## config.mk

```make
export PLATFORM = sky130hd
export DESIGN_NAME = sector_cache_second_chance
export DESIGN_NICKNAME = d
export VERILOG_FILES = /design/src/rtl/scc_pkg.sv /design/src/rtl/scc_ctrl.sv /design/src/rtl/scc_dp.sv /design/src/rtl/sector_cache_second_chance.sv
export SDC_FILE = /design/constraint.sdc
export NUM_CORES = 2
export LEC_CHECK = 0
export BUFFER_PORTS_ARGS = -buffer_cell sky130_fd_sc_hd__buf_2
export CORE_AREA = 2 2 512 514
export CTS_CLUSTER_DIAMETER = 60
export DETAILED_ROUTE_END_ITERATION = 16
export DIE_AREA = 0 0 514 516
export GPL_ROUTABILITY_DRIVEN = 0
export PLACE_DENSITY = 0.67
export REMOVE_ABC_BUFFERS = 1
export SETUP_SLACK_MARGIN = 0.5
export SLEW_MARGIN = 15
export SYNTH_ARGS = -nofsm -noshare
export SYNTH_HDL_FRONTEND = slang
export SYNTH_SLANG_ARGS = --single-unit
export TNS_END_PERCENT = 100
```

## constraint.sdc

```tcl
create_clock -name clock -period 4.88 [get_ports clock]
set_clock_uncertainty 0.1 [all_clocks]
set_input_delay 0.732 -clock clock [delete_from_list [all_inputs] [get_ports clock]]
set_output_delay 0.732 -clock clock [all_outputs]
set_load 0.01 [all_outputs]
```

## src/rtl/scc_pkg.sv

```systemverilog
package scc_pkg;

   localparam int SLOTS  = 64;
   localparam int IDX_W  = $clog2(SLOTS);
   localparam int CNT_W  = $clog2(SLOTS + 1);
   localparam int TAG_W  = 32;
   localparam int SLOT_W = 6;

   typedef enum logic [1:0] {
      OP_ACCESS  = 2'd0,
      OP_RELEASE = 2'd1,
      OP_FLUSH   = 2'd2,
      OP_NONE    = 2'd3
   } op_type;

   typedef enum logic [2:0] {
      KIND_HIT     = 3'd0,
      KIND_FILL    = 3'd1,
      KIND_NOVIC   = 3'd2,
      KIND_FLUSHED = 3'd3,
      KIND_RELEASE = 3'd4
   } kind_type;

   typedef enum logic [3:0] {
      ST_IDLE,
      ST_SEARCH,
      ST_COMPARE,
      ST_HIT_OUT,
      ST_MISS,
      ST_FILL_OUT,
      ST_REL_OUT,
      ST_FL_PICK,
      ST_FL_OUT
   } state_type;

   typedef struct packed {
      logic load_req;
      logic search;
      logic advance;
      logic hit_out;
      logic miss_pick;
      logic fill_out;
      logic rel_out;
      logic fl_pick;
      logic fl_out;
   } cmd_type;

   typedef struct packed {
      op_type op;
      logic   found;
      logic   match;
      logic   any_valid;
      logic   out_free;
   } status_type;

   function automatic logic [IDX_W-1:0] first_one(input logic [SLOTS-1:0] vec);
      logic [IDX_W-1:0] r;
      r = '0;
      for (int i = SLOTS - 1; i >= 0; i--) begin
         if (vec[i]) r = IDX_W'(i);
      end
      return r;
   endfunction

   function automatic logic [SLOTS-1:0] below_mask(input logic [CNT_W-1:0] n);
      logic [SLOTS-1:0] m;
      for (int i = 0; i < SLOTS; i++) begin
         m[i] = (i < int'(n));
      end
      return m;
   endfunction

endpackage

```

## src/rtl/scc_ctrl.sv

```systemverilog
module scc_ctrl (
   input  logic                  clock,
   input  logic                  reset,
   input  logic                  req_tvalid,
   output logic                  req_tready,
   input  scc_pkg::status_type   status,
   output scc_pkg::cmd_type      cmd
);

   scc_pkg::state_type state_ff, state_in;

   always_ff @(posedge clock) begin
      if (reset) begin
         state_ff <= scc_pkg::ST_IDLE;
      end else begin
         state_ff <= state_in;
      end
   end

   always_comb begin
      state_in = state_ff;
      case (state_ff)
         scc_pkg::ST_IDLE: begin
            if (req_tvalid) begin
               case (status.op)
                  scc_pkg::OP_ACCESS:  state_in = scc_pkg::ST_SEARCH;
                  scc_pkg::OP_RELEASE: state_in = scc_pkg::ST_REL_OUT;
                  scc_pkg::OP_FLUSH:   state_in = scc_pkg::ST_FL_PICK;
                  default:             state_in = scc_pkg::ST_IDLE;
               endcase
            end
         end
         scc_pkg::ST_SEARCH: begin
            state_in = status.found ? scc_pkg::ST_COMPARE : scc_pkg::ST_MISS;
         end
         scc_pkg::ST_COMPARE: begin
            state_in = status.match ? scc_pkg::ST_HIT_OUT : scc_pkg::ST_SEARCH;
         end
         scc_pkg::ST_HIT_OUT: begin
            if (status.out_free) state_in = scc_pkg::ST_IDLE;
         end
         scc_pkg::ST_MISS: begin
            state_in = scc_pkg::ST_FILL_OUT;
         end
         scc_pkg::ST_FILL_OUT: begin
            if (status.out_free) state_in = scc_pkg::ST_IDLE;
         end
         scc_pkg::ST_REL_OUT: begin
            if (status.out_free) state_in = scc_pkg::ST_IDLE;
         end
         scc_pkg::ST_FL_PICK: begin
            state_in = status.any_valid ? scc_pkg::ST_FL_OUT : scc_pkg::ST_IDLE;
         end
         scc_pkg::ST_FL_OUT: begin
            if (status.out_free) state_in = scc_pkg::ST_FL_PICK;
         end
         default: begin
            state_in = scc_pkg::ST_IDLE;
         end
      endcase
   end

   always_comb begin
      cmd = '0;
      req_tready = 1'b0;
      case (state_ff)
         scc_pkg::ST_IDLE: begin
            req_tready   = 1'b1;
            cmd.load_req = req_tvalid;
         end
         scc_pkg::ST_SEARCH:   cmd.search    = 1'b1;
         scc_pkg::ST_COMPARE:  cmd.advance   = !status.match;
         scc_pkg::ST_HIT_OUT:  cmd.hit_out   = status.out_free;
         scc_pkg::ST_MISS:     cmd.miss_pick = 1'b1;
         scc_pkg::ST_FILL_OUT: cmd.fill_out  = status.out_free;
         scc_pkg::ST_REL_OUT:  cmd.rel_out   = status.out_free;
         scc_pkg::ST_FL_PICK:  cmd.fl_pick   = status.any_valid;
         scc_pkg::ST_FL_OUT:   cmd.fl_out    = status.out_free;
         default: begin
            cmd = '0;
         end
      endcase
   end

endmodule

```

## src/rtl/scc_dp.sv

```systemverilog
module scc_dp (
   input  logic                        clock,
   input  logic                        reset,
   input  logic [1:0]                  req_opcode,
   input  logic [scc_pkg::TAG_W-1:0]   req_sector,
   input  logic                        req_write_flag,
   input  logic [scc_pkg::SLOT_W-1:0]  req_slot_in,
   input  scc_pkg::cmd_type            cmd,
   output scc_pkg::status_type         status,
   output logic                        rsp_valid,
   input  logic                        rsp_ready,
   output logic [2:0]                  rsp_kind,
   output logic [scc_pkg::SLOT_W-1:0]  rsp_slot,
   output logic [scc_pkg::TAG_W-1:0]   rsp_victim_sector,
   output logic                        rsp_write_back,
   output logic                        rsp_last
);

   localparam int S = scc_pkg::SLOTS;
   localparam int IW = scc_pkg::IDX_W;

   logic [scc_pkg::TAG_W-1:0]  tag_mem [S];
   logic [scc_pkg::TAG_W-1:0]  rd_ff;

   logic [S-1:0] valid_ff, valid_in, dirty_ff, dirty_in;
   logic [S-1:0] pinned_ff, pinned_in, ref_ff, ref_in;

   logic [1:0]                 op_ff;
   logic [scc_pkg::TAG_W-1:0]  sector_ff;
   logic                       wr_ff;
   logic [scc_pkg::SLOT_W-1:0] slot_in_ff;
   logic [scc_pkg::CNT_W-1:0]  start_ff, start_in;
   logic [IW-1:0]              idx_ff;
   logic                       fail_ff;

   logic                       rsp_valid_ff;
   logic [2:0]                 kind_ff;
   logic [scc_pkg::SLOT_W-1:0] slot_ff;
   logic [scc_pkg::TAG_W-1:0]  vsec_ff;
   logic                       wb_ff, last_ff;

   logic [S-1:0]  srch_vec, unp, cand, ref_vic, fl_rest;
   logic [IW-1:0] srch_idx, vic_idx, fl_idx, rd_addr;
   logic          vic_fail, out_free;

   assign out_free = !rsp_valid_ff || rsp_ready;
   assign srch_vec = valid_ff & ~scc_pkg::below_mask(start_ff);
   assign srch_idx = scc_pkg::first_one(srch_vec);
   assign fl_idx   = scc_pkg::first_one(valid_ff);
   assign fl_rest  = valid_ff & ~(S'(1) << fl_idx);
   assign unp      = ~pinned_ff;
   assign cand     = unp & ~ref_ff;

   // second chance victim choice
   always_comb begin
      vic_idx  = '0;
      vic_fail = 1'b0;
      ref_vic  = ref_ff;
      if (|(~valid_ff)) begin
         vic_idx = scc_pkg::first_one(~valid_ff);
      end else if (|cand) begin
         vic_idx = scc_pkg::first_one(cand);
         ref_vic = ref_ff & ~(unp & scc_pkg::below_mask(scc_pkg::CNT_W'(vic_idx)));
      end else if (|unp) begin
         vic_idx = scc_pkg::first_one(unp);
         ref_vic = ref_ff & ~unp;
      end else begin
         vic_fail = 1'b1;
      end
   end

   always_comb begin
      if (cmd.search) begin
         rd_addr = srch_idx;
      end else if (cmd.miss_pick) begin
         rd_addr = vic_idx;
      end else begin
         rd_addr = fl_idx;
      end
   end

   always_comb begin
      valid_in  = valid_ff;
      dirty_in  = dirty_ff;
      pinned_in = pinned_ff;
      ref_in    = ref_ff;
      start_in  = start_ff;
      if (cmd.load_req) start_in = '0;
      if (cmd.advance) start_in = scc_pkg::CNT_W'(idx_ff) + 1'b1;
      if (cmd.miss_pick) ref_in = ref_vic;
      if (cmd.hit_out) pinned_in[idx_ff] = 1'b1;
      if (cmd.fill_out && !fail_ff) begin
         valid_in[idx_ff]  = 1'b1;
         dirty_in[idx_ff]  = wr_ff;
         pinned_in[idx_ff] = 1'b1;
         ref_in[idx_ff]    = 1'b1;
      end
      if (cmd.rel_out && (int'(slot_in_ff) < S)) pinned_in[IW'(slot_in_ff)] = 1'b0;
      if (cmd.fl_out) begin
         valid_in[idx_ff] = 1'b0;
         dirty_in[idx_ff] = 1'b0;
      end
   end

   always_ff @(posedge clock) begin
      if (reset) begin
         valid_ff     <= '0;
         dirty_ff     <= '0;
         pinned_ff    <= '0;
         ref_ff       <= '0;
         rsp_valid_ff <= 1'b0;
      end else begin
         valid_ff  <= valid_in;
         dirty_ff  <= dirty_in;
         pinned_ff <= pinned_in;
         ref_ff    <= ref_in;
         if (cmd.hit_out || cmd.fill_out || cmd.rel_out || cmd.fl_out) begin
            rsp_valid_ff <= 1'b1;
         end else if (rsp_ready) begin
            rsp_valid_ff <= 1'b0;
         end
      end
   end

   always_ff @(posedge clock) begin
      start_ff <= start_in;
      if (cmd.load_req) begin
         op_ff      <= req_opcode;
         sector_ff  <= req_sector;
         wr_ff      <= req_write_flag;
         slot_in_ff <= req_slot_in;
      end
      if (cmd.search || cmd.miss_pick || cmd.fl_pick) begin
         rd_ff  <= tag_mem[rd_addr];
         idx_ff <= rd_addr;
      end
      if (cmd.miss_pick) fail_ff <= vic_fail;
      if (cmd.fill_out && !fail_ff) tag_mem[idx_ff] <= sector_ff;
      if (cmd.hit_out) begin
         kind_ff <= scc_pkg::KIND_HIT;
         slot_ff <= scc_pkg::SLOT_W'(idx_ff);
         vsec_ff <= '0;
         wb_ff   <= 1'b0;
         last_ff <= 1'b1;
      end
      if (cmd.fill_out) begin
         kind_ff <= fail_ff ? scc_pkg::KIND_NOVIC : scc_pkg::KIND_FILL;
         slot_ff <= fail_ff ? '0 : scc_pkg::SLOT_W'(idx_ff);
         vsec_ff <= (!fail_ff && valid_ff[idx_ff]) ? rd_ff : '0;
         wb_ff   <= !fail_ff && valid_ff[idx_ff] && dirty_ff[idx_ff];
         last_ff <= 1'b1;
      end
      if (cmd.rel_out) begin
         kind_ff <= scc_pkg::KIND_RELEASE;
         slot_ff <= slot_in_ff;
         vsec_ff <= '0;
         wb_ff   <= 1'b0;
         last_ff <= 1'b1;
      end
      if (cmd.fl_out) begin
         kind_ff <= scc_pkg::KIND_FLUSHED;
         slot_ff <= scc_pkg::SLOT_W'(idx_ff);
         vsec_ff <= rd_ff;
         wb_ff   <= dirty_ff[idx_ff];
         last_ff <= !(|(valid_ff & ~(S'(1) << idx_ff)));
      end
   end

   assign status.op        = scc_pkg::op_type'(cmd.load_req ? req_opcode : op_ff);
   assign status.found     = |srch_vec;
   assign status.match     = (rd_ff == sector_ff);
   assign status.any_valid = |valid_ff && (fl_rest != valid_ff);
   assign status.out_free  = out_free;

   assign rsp_valid         = rsp_valid_ff;
   assign rsp_kind          = kind_ff;
   assign rsp_slot          = slot_ff;
   assign rsp_victim_sector = vsec_ff;
   assign rsp_write_back    = wb_ff;
   assign rsp_last          = last_ff;

endmodule

```

## src/rtl/sector_cache_second_chance.sv

```systemverilog
// access compares valid slots in turn up to the hit, or all of them, then picks a victim on a miss
// release gives one result, flush one per valid slot; each result waits for rsp_tready
// throughput: one request at a time, limited by the single-port tag memory scan
// reset: synchronous, active high; clears valid, dirty, pinned and referenced bits
// and the result valid flag; tag memory is not cleared and its contents are used only for valid slots
module sector_cache_second_chance (
   input  logic        clock,
   input  logic        reset,
   input  logic        req_tvalid,
   output logic        req_tready,
   input  logic [39:0] req_tdata,   // sector, write_flag, slot_in, zero pad
   input  logic [1:0]  req_tuser,   // opcode
   output logic        rsp_tvalid,
   input  logic        rsp_tready,
   output logic [39:0] rsp_tdata,   // slot, victim_sector, write_back, zero pad
   output logic [2:0]  rsp_tuser,   // kind
   output logic        rsp_tlast
);

   scc_pkg::cmd_type    cmd;
   scc_pkg::status_type status;
   logic [scc_pkg::SLOT_W-1:0] slot;
   logic [scc_pkg::TAG_W-1:0]  vsec;
   logic                       wb;

   scc_ctrl u_ctrl (
      .clock      (clock),
      .reset      (reset),
      .req_tvalid (req_tvalid),
      .req_tready (req_tready),
      .status     (status),
      .cmd        (cmd)
   );

   scc_dp u_dp (
      .clock             (clock),
      .reset             (reset),
      .req_opcode        (req_tuser),
      .req_sector        (req_tdata[31:0]),
      .req_write_flag    (req_tdata[32]),
      .req_slot_in       (req_tdata[38:33]),
      .cmd               (cmd),
      .status            (status),
      .rsp_valid         (rsp_tvalid),
      .rsp_ready         (rsp_tready),
      .rsp_kind          (rsp_tuser),
      .rsp_slot          (slot),
      .rsp_victim_sector (vsec),
      .rsp_write_back    (wb),
      .rsp_last          (rsp_tlast)
   );

   assign rsp_tdata = {1'b0, wb, vsec, slot};

endmodule

```

; ---- Word level (Yosys, flattened, before mapping)
; Memories as Yosys holds them, arrays and structs flattened. A register that Yosys moved wholly into a read port is not among the register bits.
; Index checks and enable logic that the tools add are counted.
[classes]
n_addsub = 1
n_lt_le_gt_ge = 131
n_eq_ne = 15
shift = 2
muxes = 396
bitwise_logic = 24
n_reduce_logical = 31
[ops]
columns = cell, count
row1 = 2-to-1 mux 6 bit, 332
row2 = 2-to-1 mux 64 bit, 12
row3 = inverter 64 bit, 10
row4 = AND 64 bit, 9
row5 = OR reduction 64 bit, 6
row6 = OR 64 bit, 4
row7 = < comparator 6 x 7 -> 1 bit (first input constant), 32
row8 = < comparator 6 bit (first input constant), 31
row9 = 2-to-1 mux 32 bit, 5
row10 = OR reduction 128 bit, 1
row11 = left shift 1 x 6 -> 64 bit (first input constant), 2
row12 = < comparator 5 x 7 -> 1 bit (first input constant), 16
row13 = < comparator 5 x 6 -> 1 bit (first input constant), 16
row14 = AND 64 x 63 -> 64 bit, 1
row15 = bitwise mux 64 bit, 1
row16 = != test 64 bit, 1
row17 = < comparator 4 x 7 -> 1 bit (first input constant), 8
row18 = < comparator 4 x 6 -> 1 bit (first input constant), 8
row19 = == test 32 bit, 1
row20 = < comparator 3 x 7 -> 1 bit (first input constant), 4
row21 = case mux 4 bit (7 select lines), 1
row22 = 2-to-1 mux 1 bit, 27
row23 = < comparator 3 x 6 -> 1 bit (first input constant), 4
row24 = == test 4 x 3 -> 1 bit (second input constant), 4
row25 = 31 further kinds, 64
[totals]
reg_bits = 359
ramBits = 2048
output_inout_bits = 46
word_cells = 619
mem_count = 1
[mem_list]
columns = name, depth, word_bits, read_ports, rd_clocked_by_memory_dff, wr, line
row1 = u_dp.tag_mem, 64, 32, 1, 1, 1, scc_dp.sv:22  ; logic [scc_pkg::TAG_W-1:0] tag_mem [S];

; ---- Depth between registers and ports, before layout
[depth]
word_depth = 77
mapped_depth = 21
ltp_nobuf = 14

; ---- Cells and area by module
; A second synthesis with hierarchy kept.
[hier_totals]
cells_unflattened = 8537
area_unflattened_um2 = 103963.5
[by_module_without_submodules]
columns = mod, instances, cells_each, area_per_inst_um2, seq_area_each_um2
row1 = scc_dp, 1, 8468, 103463.0, 70497.6
row2 = scc_ctrl, 1, 66, 481.7, 80.1
row3 = sector_cache_second_chance, 1, 3, 18.8, 0.0

; ---- Worst setup path before layout
; Ideal clock, no wire load.
[synth_path]
kind = input -> register
from = input port rsp_tready
to = memory u_dp.tag_mem[46][0] (netlist name) (enable)
setup_time_ps = 466
arrival_ps = 4051
required_ps = 4314
path_slack_ps = 263
cell_stages = 6
path_buffers = 2
cell_sequence = nand2b_1 -> nand2_1 -> or3_1 -> clkbuf_1 -> buf_1 -> nor3_1
[synth_between]
elab_chain_cells = 5
[synth_rtl]
columns = element, line
row1 = "start, declared", sector_cache_second_chance.sv:14  ; input logic rsp_tready,
row2 = logical OR 1 bit, scc_dp.sv:46  ; assign out_free = !rsp_valid_ff || rsp_ready;
row3 = 2-to-1 mux 1 bit, scc_ctrl.sv:66  ; case (state_ff)
row4 = logical AND 1 bit, scc_dp.sv:138  ; if (cmd.fill_out && !fail_ff) tag_mem[idx_ff] <= sector_ff;
row5 = 2-to-1 mux 1 bit, scc_dp.sv:138
row6 = 2-to-1 mux 1 bit (not written as such), scc_dp.sv:138
row7 = "end, declared", scc_dp.sv:22
; Every way passes these cells.

; ---- Worst setup path after layout
[layout_path]
from = register u_dp.pinned_ff[35]
to = register u_dp.rd_ff[31] (netlist name), read port of u_dp.tag_mem, data pin
[layout_between]
elab_chain_cells = 44
[layout_rtl]
columns = element, line
row1 = "start, declared", scc_dp.sv:26  ; logic [S-1:0] pinned_ff, pinned_in, ref_ff, ref_in;
row2 = "start signal, assigned", scc_dp.sv:115  ; pinned_ff <= pinned_in;
row3 = inverter 64 bit (*), scc_dp.sv:51  ; assign unp = ~pinned_ff;
row4 = AND 64 bit, scc_dp.sv:52  ; assign cand = unp & ~ref_ff;
row5 = 2-to-1 mux 6 bit (36 in a row), scc_pkg.sv:60  ; if (vec[i]) r = IDX_W'(i);
row6 = 2-to-1 mux 6 bit, scc_dp.sv:61  ; end else if (|cand) begin
row7 = 2-to-1 mux 6 bit, scc_dp.sv:59  ; if (|(~valid_ff)) begin
row8 = 2-to-1 mux 6 bit (*), scc_dp.sv:61
row9 = 2-to-1 mux 6 bit (*), scc_dp.sv:59
row10 = 2-to-1 mux 6 bit (*), scc_dp.sv:75  ; end else if (cmd.miss_pick) begin
row11 = 2-to-1 mux 6 bit (*), scc_dp.sv:73  ; if (cmd.search) begin
row12 = "end, declared", scc_dp.sv:23  ; logic [scc_pkg::TAG_W-1:0] rd_ff;
; Mark *: on every way between the ends. The rest lies on a longest branch, timed or not. The select of a mux whose other input is x is not followed.
; A chain may end at the register's enable or synchronous reset.

==> flow_summary.json <==
{
  "p_leak_nw": 44.6,
  "stdcell_area_mm2": 0.128,
  "cts_made_buffers": 237,
  "netlist.area_leader.share_pct": 63.0,
  "cts_buffer_depth": 3,
  "reg2reg_from": "u_dp.pinned_ff[35]",
  "htree_levels": 4,
  "synth_edf_count": 2173,
  "postRouteWirelength_um": 349000,
  "core.rowCount": 187,
  "cts_root_buf": "clkbuf_16",
  "io_pins": 92,
  "end_kind": "flip-flop",
  "yosysMostFrequentCell": "edfxtp_1",
  "cp.buffers_inverters": 9,
  "insertion_delay_ps": 900,
  "async_flop_share_pct": 0,
  "slowest_delay_ps": 420,
  "cp_common_cell": "buf_4",
  "max_cap_viol_count": 0,
  "clkTransAtPathRegs_ps": 60,
  "drive_gt1_share_pct": 22.1,
  "die_y_um": 516,
  "multiInputGateArea_mm2": 0.0318,
  "wl_per_cell_um": 28.0,
  "coreArea_mm2": 0.259,
  "required_ps": 5440,
  "max-slew-margin-rel_pct": 24.5,
  "ir_worst_vdd_mv": 0.471,
  "period_share_pct": 100,
  "firstDrtPassIters": 14,
  "hold_class": "in -> reg",
  "post_dp_cell_area_mm2": 0.115,
  "setup_violations": 1,
  "yosys-top-cells-count": "edfxtp_1 (2173), nand2_1 (1067), mux2i_1 (778)",
  "netlist_area_mm2": 0.104,
  "rrSetupSlack_ps": -20,
  "worstHoldStart": "req_tdata[11]",
  "nNetsFinal": 8908,
  "clock-sinks": 2439,
  "grt_pass1_vias": 73200,
  "drtAntennaViolNets": 0,
  "cp-start-kind": "flip-flop",
  "ys.flop_type": "edfxtp_1",
  "final_hold_viol_count": 0,
  "cts_tree": "built",
  "setup_tns_ps": -15.1,
  "die_w_um": 514,
  "nFillCells": 21700,
  "die_area_mm2": 0.265,
  "r2r_end": "u_dp.rd_ff[31]",
  "hold_depth": 1,
  "rsz0062_at_grt": "yes",
  "drv_slew": 0,
  "synth_warnings": 0,
  "placed_cells": 11800,
  "synth_cell_type_count": 98,
  "drt_iter0_markers": 11700,
  "fin_cells": 12500,
  "outcome": "complete, but fails checks",
  "hpwl_um": 214000,
  "rr_worst_depth": 22,
  "routed_via_density": 6.12,
  "syn-instance-count": 7927,
  "syn2layout_area_growth_pct": 23.8,
  "setup_ws_ps": -15.1,
  "worst_pin_slew_ps": 1130,
  "initial_core_util_pct": 39.9,
  "critical_path.top_delay_family": "compound AO/OA/AOI/OAI gates",
  "netlist_top_cells_area": "edfxtp_1 (63%), mux2i_1 (7.5%), dfxtp_1 (5.1%), nand2_1 (3.9%), a21oi_1 (2.1%)",
  "yosysTopAreaCell": "edfxtp_1",
  "ys_seq_area_share_pct": 68.2,
  "crit_fanout": 11,
  "power-per-cell-area_mw_per_mm2": 571,
  "whs_endpoint": "u_dp.sector_ff[11]",
  "synth_seq_cells": 2439,
  "drc": 0,
  "cp_cell_sequence": "buf_4, o22ai_2, nor4_2, buf_4, nand4_1, buf_4, or3_4, buf_4, buf_4, a2111oi_4, a211o_1, o211a_4, buf_4, nor2_2, buf_12, nand2_4, buf_12, buf_4, a21oi_1, a311oi_1, o221ai_1, o211a_1",
  "grt_max_degree": 146,
  "register_area_mm2": 0.0707,
  "grt_usage_pct": 25.2,
  "fmaxAchievable_mhz": 204,
  "synth.avg_cell_area_um2": 13.1,
  "io_buffer_count": 89,
  "grt_pass1_wl_um": 494000,
  "critPathKind": "reg -> reg",
  "fin_crit_ps": 4900,
  "overflow": 0,
  "power_mw": 73.1,
  "arrival_ps": 5460,
  "place_ws_ps": -886,
  "slowest_stage": "a2111oi_4",
  "violations": "negative setup slack",
  "antenna_found_initial": 7,
  "vias": 76300
}
-- cell families (layout without fill, tap and decap cells) --
family,count (synthesis),in the layout,synth area share [%]
other cells,1,5,0.00362
fa+ha+maj,6,6,0.0725
simple gates,2341,2341,10.3
mux,793,793,7.69
flops,2439,2439,68.2
xor+xnor,37,37,0.313
buf+inv,649,1780,2.95
compound gates,1661,1661,10.5
-- layout by cell type (no fill, tap or decap), types with 97 or more instances in the layout --
master,netlist,routed
dfxtp_1,266,215
clkbuf_16,0,255
nand3_1,177,174
o21ai_0,242,227
a211oi_1,162,143
nor3_1,145,97
buf_4,82,826
nor2_1,435,417
mux2i_1,778,767
nand2_1,1067,1046
a22oi_1,101,99
a21oi_1,440,434
edfxtp_1,2173,2173
buf_12,0,136
o22ai_1,222,179
nand4_1,149,149
-- power by group --
group          internal, mW  switching [mW]
combinational          12.8            16.4
sequential             24.7           0.609
clock                  10.5            8.13
total                  48.0            25.1
-- worst max path at each step --
stage / cells past startpoint / start / slack (ps) / to
4_1_cts: 22 / u_dp.start_ff[1] / 130 / u_dp.rd_ff[17]
2_1_floorplan: 14 / u_dp.start_ff[6] / -17700 / u_dp.rd_ff[14]
5_1_grt: 23 / u_dp.pinned_ff[36] / -70 / u_dp.rd_ff[24]
6_report: 22 / u_dp.pinned_ff[35] / -20 / u_dp.rd_ff[31]
3_3_place_gp: 18 / u_dp.start_ff[2] / -830 / u_dp.rd_ff[5]
3_5_place_dp: 18 / u_dp.start_ff[2] / -890 / u_dp.rd_ff[5]
-- timing repair --
| action | CTS | global route |
|---|---|---|
| hold endpoints to repair | 38 | 0 |
| pin swaps | 94 | 97 |
| setup endpoints to repair | 70 | 70 |
| setup buffers | 67 | 51 |
| gates resized for setup | 316 | 256 |
| hold buffers | 38 | 0 |
| gates cloned | 44 | 15 |
-- area by class of cell --
class	instances	area share [%]
flip-flops and latches	2439	55.2
multi-input cells	4839	24.8
repair buffers	1242	10.2
clock buffers	289	4.89
well taps	3402	3.32
clock inverters	152	1.32
inverters	94	0.292
repair inverters	3	0.0410
diodes	4	0.00781
-- layer usage --
layer | track usage, % | part of all wire [%] | vias to the layer above
met5 | 0 | 0 | -
met4 | 14.5 | 6.9 | 0
met3 | 5.37 | 11 | 1261
met2 | 39.8 | 46 | 5004
met1 | 32.0 | 37 | 37700
li1 | - | - | 32300
-- flip-flops by register name, indices dropped and copies added (netlist names), 2 cells and up --
name and count:
u_ctrl.state_ff 4, u_dp.dirty_ff 64, u_dp.idx_ff 6, u_dp.op_ff 2
u_dp.pinned_ff 64, u_dp.rd_ff 32, u_dp.ref_ff 64, u_dp.rsp_kind 3
u_dp.rsp_slot 6, u_dp.rsp_victim_sector 32, u_dp.sector_ff 32, u_dp.slot_in_ff 6
u_dp.start_ff 7, u_dp.tag_mem 2048, u_dp.valid_ff 64
-- stage by stage --
step	hold slack, ps	utilization, %
detailed placement	348	44.2
floorplan	344	-
global placement	340	44.2
CTS	14.8	48.7
global route	4.04	49.4
finish	4.45	49.4
No activity file was read; power rests on OpenSTA's default activity.
